<file path="src/hw/rtl/hsl2rgb_pkg.sv">
// package for the hsl to rgb converter: widths, constants, beat types, helpers
// no dependencies
`timescale 1ns / 1ps

package hsl2rgb_pkg;

  localparam int FRAC_BITS = 12;
  localparam int HUE_W     = FRAC_BITS;
  localparam int SL_W      = FRAC_BITS + 1;
  localparam int LS_W      = 2 * SL_W;
  localparam int Q_W       = 2 * FRAC_BITS + 1;
  localparam int W2        = 2 * FRAC_BITS + 2;
  localparam int T6_W      = FRAC_BITS + 3;
  localparam int NUM_W     = 3 * FRAC_BITS + 1;
  localparam int CH_W      = 8;
  localparam int NCH       = 3;
  localparam int STAGES    = 5;

  localparam logic [SL_W-1:0]  ONE      = {1'b1, {FRAC_BITS{1'b0}}};
  localparam logic [SL_W-1:0]  HALF     = ONE >> 1;
  localparam logic [CH_W:0]    CH_MAX   = {1'b0, {CH_W{1'b1}}};
  localparam logic [T6_W-1:0]  T6_ONE   = T6_W'(ONE);
  localparam logic [T6_W-1:0]  T6_TWO   = T6_ONE << 1;
  localparam logic [T6_W-1:0]  T6_THREE = T6_ONE + T6_TWO;
  localparam logic [T6_W-1:0]  T6_FOUR  = T6_ONE << 2;
  localparam logic [T6_W-1:0]  T6_TURN  = T6_FOUR + T6_TWO;

  typedef struct packed {
    logic [HUE_W-1:0] hue;
    logic [SL_W-1:0]  saturation;
    logic [SL_W-1:0]  lightness;
  } hsl_pix_t;

  typedef struct packed {
    logic [CH_W-1:0] red;
    logic [CH_W-1:0] green;
    logic [CH_W-1:0] blue;
  } rgb_pix_t;

  function automatic logic [SL_W-1:0] clamp_one(input logic [SL_W-1:0] v);
    return (v > ONE) ? ONE : v;
  endfunction

  // hue position plus an offset, wrapped into one turn (six units of one)
  function automatic logic [T6_W-1:0] hue_wrap(input logic [T6_W-1:0] h6,
                                               input logic [T6_W-1:0] offs);
    logic [T6_W:0] sum;
    sum = {1'b0, h6} + {1'b0, offs};
    if (sum >= {1'b0, T6_TURN}) begin
      sum = sum - {1'b0, T6_TURN};
    end
    return sum[T6_W-1:0];
  endfunction

  // ramp weight between p and q, in units of 1/one
  function automatic logic [SL_W-1:0] ramp_frac(input logic [T6_W-1:0] t6);
    logic [T6_W-1:0] down;
    down = T6_FOUR - t6;
    if (t6 < T6_ONE) begin
      return t6[SL_W-1:0];
    end else if (t6 < T6_THREE) begin
      return ONE;
    end else if (t6 < T6_FOUR) begin
      return down[SL_W-1:0];
    end else begin
      return '0;
    end
  endfunction

  // floor(255 * num / one^3), saturated
  function automatic logic [CH_W-1:0] scale_ch(input logic [NUM_W-1:0] num);
    logic [NUM_W+CH_W-1:0] sc;
    logic [CH_W:0]         top;
    sc  = {num, {CH_W{1'b0}}} - {{CH_W{1'b0}}, num};
    top = sc[3*FRAC_BITS +: CH_W+1];
    return (top > CH_MAX) ? {CH_W{1'b1}} : top[CH_W-1:0];
  endfunction

endpackage

</file>
<file path="src/hw/rtl/hsl_to_rgb_converter_core.sv">
// hsl to rgb converter, five-stage pipeline, one pixel per clock unless stalled
// depends on hsl2rgb_pkg
`timescale 1ns / 1ps

// usage
//   in channel: one hsl pixel per beat (hue as fraction of a turn, saturation
//   and lightness in q12, values above 1.0 clamp to 1.0, hue wraps)
//   out channel: one rgb pixel per beat, 8 bits a channel
//   throughput: one pixel per cycle unless stalled; every one of the five
//     register stages can load in every cycle (clamp and l*s product, q/p and
//     ramp weights, span multiply, ramp sum, scale by 255)
//   each stage loads when it is empty or the stage after it moves, so
//   bubbles are squeezed out while the receiver stalls
//   receiver stall: out_data holds; in_ready drops only once every stage
//   holds a pixel
//   reset (rst_n low, synchronous): all stage valids clear, nothing in flight
//   is kept; in_ready is high in the cycle after reset ends
module hsl_to_rgb_converter_core (
  input  logic                  clk,
  input  logic                  rst_n,
  input  logic                  in_valid,
  output logic                  in_ready,
  input  hsl2rgb_pkg::hsl_pix_t in_data,
  output logic                  out_valid,
  input  logic                  out_ready,
  output hsl2rgb_pkg::rgb_pix_t out_data
);

  logic [hsl2rgb_pkg::STAGES-1:0] vld_r;
  logic [hsl2rgb_pkg::STAGES-1:0] vld_nxt;
  logic [hsl2rgb_pkg::STAGES-1:0] en;

  // stage 1
  logic [hsl2rgb_pkg::SL_W-1:0] s_r, s_nxt, l_r, l_nxt;
  logic [hsl2rgb_pkg::LS_W-1:0] ls_r, ls_nxt;
  logic [hsl2rgb_pkg::T6_W-1:0] h6;
  logic [hsl2rgb_pkg::T6_W-1:0] t6_r   [hsl2rgb_pkg::NCH];
  logic [hsl2rgb_pkg::T6_W-1:0] t6_nxt [hsl2rgb_pkg::NCH];
  // stage 2
  logic [hsl2rgb_pkg::W2-1:0]   lo_w, so_w, q_w, p_w, span_w;
  logic [hsl2rgb_pkg::Q_W-1:0]  p2_r, p2_nxt, span_r, span_nxt;
  logic [hsl2rgb_pkg::SL_W-1:0] frac_r   [hsl2rgb_pkg::NCH];
  logic [hsl2rgb_pkg::SL_W-1:0] frac_nxt [hsl2rgb_pkg::NCH];
  // stage 3
  logic [hsl2rgb_pkg::Q_W-1:0]  p3_r;
  logic [hsl2rgb_pkg::Q_W+hsl2rgb_pkg::SL_W-1:0] prod_full [hsl2rgb_pkg::NCH];
  logic [hsl2rgb_pkg::NUM_W-1:0] prod_r   [hsl2rgb_pkg::NCH];
  logic [hsl2rgb_pkg::NUM_W-1:0] prod_nxt [hsl2rgb_pkg::NCH];
  // stage 4
  logic [hsl2rgb_pkg::NUM_W-1:0] num_r   [hsl2rgb_pkg::NCH];
  logic [hsl2rgb_pkg::NUM_W-1:0] num_nxt [hsl2rgb_pkg::NCH];
  // stage 5
  hsl2rgb_pkg::rgb_pix_t out_r, out_nxt;

  // stage enables, back to front
  always_comb begin
    en[hsl2rgb_pkg::STAGES-1] = !vld_r[hsl2rgb_pkg::STAGES-1] || out_ready;
    for (int k = hsl2rgb_pkg::STAGES - 2; k >= 0; k--) begin
      en[k] = !vld_r[k] || en[k+1];
    end
    vld_nxt[0] = en[0] ? in_valid : vld_r[0];
    for (int k = 1; k < hsl2rgb_pkg::STAGES; k++) begin
      vld_nxt[k] = en[k] ? vld_r[k-1] : vld_r[k];
    end
  end

  always_ff @(posedge clk) begin
    if (!rst_n) begin
      vld_r <= '0;
    end else begin
      vld_r <= vld_nxt;
    end
  end

  assign in_ready  = en[0];
  assign out_valid = vld_r[hsl2rgb_pkg::STAGES-1];
  assign out_data  = out_r;

  // stage 1: clamp, l*s, hue positions
  always_comb begin
    s_nxt  = hsl2rgb_pkg::clamp_one(in_data.saturation);
    l_nxt  = hsl2rgb_pkg::clamp_one(in_data.lightness);
    ls_nxt = s_nxt * l_nxt;
    h6     = hsl2rgb_pkg::T6_W'({in_data.hue, 2'b00})
           + hsl2rgb_pkg::T6_W'({in_data.hue, 1'b0});
    t6_nxt[0] = hsl2rgb_pkg::hue_wrap(h6, hsl2rgb_pkg::T6_TWO);
    t6_nxt[1] = h6;
    t6_nxt[2] = hsl2rgb_pkg::hue_wrap(h6, hsl2rgb_pkg::T6_FOUR);
  end

  // stage 2: q, p, span and ramp weights
  always_comb begin
    lo_w = hsl2rgb_pkg::W2'({l_r, {hsl2rgb_pkg::FRAC_BITS{1'b0}}});
    so_w = hsl2rgb_pkg::W2'({s_r, {hsl2rgb_pkg::FRAC_BITS{1'b0}}});
    if (l_r < hsl2rgb_pkg::HALF) begin
      q_w = lo_w + hsl2rgb_pkg::W2'(ls_r);
    end else begin
      q_w = lo_w + so_w - hsl2rgb_pkg::W2'(ls_r);
    end
    p_w      = (lo_w << 1) - q_w;
    span_w   = q_w - p_w;
    p2_nxt   = p_w[hsl2rgb_pkg::Q_W-1:0];
    span_nxt = span_w[hsl2rgb_pkg::Q_W-1:0];
    for (int c = 0; c < hsl2rgb_pkg::NCH; c++) begin
      frac_nxt[c] = hsl2rgb_pkg::ramp_frac(t6_r[c]);
    end
  end

  // stage 3: span times weight; stage 4: add p; stage 5: scale
  always_comb begin
    for (int c = 0; c < hsl2rgb_pkg::NCH; c++) begin
      prod_full[c] = span_r * frac_r[c];
      prod_nxt[c]  = prod_full[c][hsl2rgb_pkg::NUM_W-1:0];
      num_nxt[c]   = {p3_r, {hsl2rgb_pkg::FRAC_BITS{1'b0}}} + prod_r[c];
    end
    out_nxt.red   = hsl2rgb_pkg::scale_ch(num_r[0]);
    out_nxt.green = hsl2rgb_pkg::scale_ch(num_r[1]);
    out_nxt.blue  = hsl2rgb_pkg::scale_ch(num_r[2]);
  end

  always_ff @(posedge clk) begin
    if (en[0]) begin
      s_r  <= s_nxt;
      l_r  <= l_nxt;
      ls_r <= ls_nxt;
      for (int c = 0; c < hsl2rgb_pkg::NCH; c++) begin
        t6_r[c] <= t6_nxt[c];
      end
    end
    if (en[1]) begin
      p2_r   <= p2_nxt;
      span_r <= span_nxt;
      for (int c = 0; c < hsl2rgb_pkg::NCH; c++) begin
        frac_r[c] <= frac_nxt[c];
      end
    end
    if (en[2]) begin
      p3_r <= p2_r;
      for (int c = 0; c < hsl2rgb_pkg::NCH; c++) begin
        prod_r[c] <= prod_nxt[c];
      end
    end
    if (en[3]) begin
      for (int c = 0; c < hsl2rgb_pkg::NCH; c++) begin
        num_r[c] <= num_nxt[c];
      end
    end
    if (en[4]) begin
      out_r <= out_nxt;
    end
  end

endmodule

</file>
<file path="config.mk">
export PLATFORM = sky130hd
export DESIGN_NAME = hsl_to_rgb_converter_core
export DESIGN_NICKNAME = d
export VERILOG_FILES = /design/src/hw/rtl/hsl2rgb_pkg.sv /design/src/hw/rtl/hsl_to_rgb_converter_core.sv
export SDC_FILE = /design/constraint.sdc
export NUM_CORES = 2
export LEC_CHECK = 0
export ABC_CLOCK_PERIOD_IN_PS = 8850
export BUFFER_PORTS_ARGS = -buffer_cell sky130_fd_sc_hd__clkbuf_2
export CORE_MARGIN = 5
export CORE_UTILIZATION = 39
export DETAILED_ROUTE_END_ITERATION = 8
export GPL_ROUTABILITY_DRIVEN = 0
export GPL_TIMING_DRIVEN = 0
export MAX_ROUTING_LAYER = met4
export PLACE_DENSITY_LB_ADDON = 0.1
export SLEW_MARGIN = 20
export SYNTH_ARGS = -nofsm -noshare
export SYNTH_HDL_FRONTEND = slang
export SYNTH_SLANG_ARGS = --single-unit
</file>
<file path="constraint.sdc">
create_clock -name clk -period 8.85 [get_ports clk]
set_input_delay 0 -clock clk [delete_from_list [all_inputs] [get_ports clk]]
set_output_delay 0 -clock clk [all_outputs]
set_load 0.02 [all_outputs]
</file>
==> qor.csv <==
metric,value,unit
die width,390,um
drt first-iter violations,2517,
CTS max path bufs,3,
"Seq/Total Area, Yosys",22.1,%
Final period util,96.9,%
row count,139,
Post-synth EDFFs,412,
Slew headroom,31.4,%
RSZ-0062 raised after global routing,false,
worst slew pin tran,1.03,ns
Setup TNS,0,ns
status,finished clean,
Vias/cell,5.10,
1st-pass router iterations,5,
crit path max fanout,10,
Initial Util,39.3,%
hpwl dp,138000,um
Port Buf Inserts,67,
placed inst area,0.0594,sq mm
Yosys cell types,95,
Max Clock Freq,117,MHz
Yosys top cell by area,fa_1,
CP Buf/Inv Count,5,
CTS H-tree lvls,2,
"commonest non-fill, non-tap cell in the layout",inv_1,
Num CTS Buffers,54,
worst skew pair latency,0.65,ns
hold_ws,0.0752,ns
Fillers,14200,
critical path's slowest cell,clkbuf_1,
Layout Skew,0.0269,ns
Die H,390,um
Crit Path Category,flip-flop to flip-flop,
layout cells sized above 1,3.47,%
Worst Hold Class,input port to flip-flop,
top_reg_cell synth,edfxtp_1,
fraction of registers with async set/reset,0,%
CTS tree,built,
Seq cells post-synth,417,
CTS root buffer,clkbuf_16,
most frequent cells in the layout,"inv_1, nand2_1, fa_1",
largest net degree at the start of global routing,94,
vias in the first global route,41800,
I/O pin cnt,68,
max-cap viol count,0,
initial antenna violation count,17,
Global Route Usage Sum,22.9,%
first-pass GRT wire length,256000,um
CP required,9.21,ns
Worst Reg-to-Reg Cells,24,
CP top delay family,compound AO/OA/AOI/OAI gates,
Fin. Hold Viols,0,
residual DRC count,0,
reg2reg start,span_r[7],
Startpoint Class,flip-flop,
"slowest stage delay, CP",0.82,ns
Sink Count,417,
Post-Synthesis Cell Area,0.0564,sq mm
drt wl/cell,20.6,um
FF+latch area,0.0125,sq mm
die area,0.152,sq mm
WP data arrival,8.93,ns
Via Count,40900,
Final Cell Area,0.0615,sq mm
"Reg clk slew, reported paths",0.06,ns
capturing point of the worst reg2reg path,prod_r[0][73],
hold depth,3,
Synth warnings,0,
nets,7498,
Area Overhead vs Synth,9.08,%
Critical Path Sink Type,flip-flop,
overflow left after global routing,0,
area occupied by multi-input gates,0.0389,sq mm
Hold Path Sink,s_r[11],
min-delay src,in_data[24],
final setup fails,0,
Final Critical Period,8.57,ns
Antenna Nets Post-Route,0,
fin. max-slew vios,0,
fin cells,8017,
area share of the largest cell type after synthesis,29.0,%
Post-Synthesis Cells,5891,
Total Wirelength,165000,um
core region area,0.144,sq mm
FF-to-FF setup slack,0.28,ns
Post-CTS Setup Bufs,0,
Avg Inst Size Synth,9.58,sq um
"top cells by area, synth","fa_1, edfxtp_1, ha_1",
CP Cell Sequence,"clkbuf_1, clkbuf_1, nand2_1, fa_1, inv_1, ha_1, inv_1, fa_1, fa_1, fa_1, inv_1, ha_1, nor2b_1, o21ai_0, a21boi_0, o21ai_0, a21boi_0, o21ai_0, a211oi_1, o31ai_1, o21ai_0, a221o_1, a21oi_1, xnor2_1",
Post-Place Cells,7886,
## layout make-up
type / instances / area share [%]
clock buffer: 58 / 2.22
timing repair buffer: 105 / 1.28
sequential: 417 / 20.3
buffer: 209 / 1.31
multi-input combinational: 4132 / 63.3
clock inverter: 38 / 0.734
antenna: 1 / 0.00407
inverter: 1154 / 7.05
tap: 1903 / 3.87
## what timing repair did
action	in CTS	in global routing
endpoints found under the hold margin	32	0
resized for setup	0	6
hold buffers	34	0
endpoints found under the setup margin	0	2
## per-stage QoR
step           setup WS, ns  utilization, %
5_1_grt              0.0413            42.8
6_report              0.275            42.8
2_1_floorplan          2.63               -
3_5_place_dp          0.408            41.3
3_3_place_gp          0.489            41.2
4_1_cts               0.385            42.8
## flip-flops by register name (all words and copies together) (netlist names), 17 cells and up
| register | flops |
|---|---|
| frac_r | 36 |
| ls_r | 25 |
| num_r | 105 |
| out_data | 24 |
| p2_r | 25 |
| p3_r | 25 |
| prod_r | 105 |
| span_r | 24 |
| t6_r | 17 |
## Yosys cell counts, drive strengths merged, types with 25 or more instances
cell,count
nand2,825
nor3,54
edfxtp,412
a21oi,210
nand3,53
a21o,126
fa,817
nor2b,47
nand2b,61
clkbuf,203
o21ai,130
a211oi,25
o21bai,26
ha,566
xnor2,203
a22oi,26
o21a,37
inv,1140
and2,280
xor2,78
nor2,259
## worst register-to-register path, cell delays in order (launching register included)
cell and delay [ns]:
edfxtp_1 0.32, clkbuf_1 0.43, clkbuf_1 0.83, nand2_1 0.19, fa_1 0.58, inv_1 0.04
ha_1 0.27, inv_1 0.05, fa_1 0.47, fa_1 0.51, fa_1 0.50, inv_1 0.04
ha_1 0.31, nor2b_1 0.14, o21ai_0 0.22, a21boi_0 0.17, o21ai_0 0.23, a21boi_0 0.16
o21ai_0 0.56, a211oi_1 0.31, o31ai_1 0.66, o21ai_0 0.38, a221o_1 0.43, a21oi_1 0.17
xnor2_1 0.32
## worst max-delay path by stage
stage	startpoint	cells after the start	endpoint	slack, ns
3_5_place_dp	frac_r[0][32]	22	prod_r[0][110]	0.41
3_3_place_gp	span_r[1]	23	prod_r[0][34]	0.49
4_1_cts	frac_r[0][32]	22	prod_r[0][110]	0.38
2_1_floorplan	span_r[7]	23	prod_r[0][109]	2.63
5_1_grt	span_r[1]	24	prod_r[0][32]	0.04
6_report	span_r[7]	24	prod_r[0][73]	0.28
## routing by layer
metal	vias to the layer above	share of wire (%)	global-route usage (%)	wire [um]
li1	19100	-	-	-
met4	0	3.5	6.78	5770
met3	185	6.2	3.67	10300
met2	1000	44	34.7	72400
met1	20600	47	31.7	77000
met5	-	0	-	0
## cell families after synthesis
logic type,count (synthesis),share of synthesized area (%)
compound gates,725,8.45
flops,417,22.1
xor+xnor,285,4.55
fa+ha+maj,1383,41.5
simple gates,1706,14.1
mux,10,0.184
buf+inv,1363,9.09
other cells,2,0.0133
Power is not shown: default switching activity piles up to over one toggle a cycle in this logic, so the estimate is an artifact.
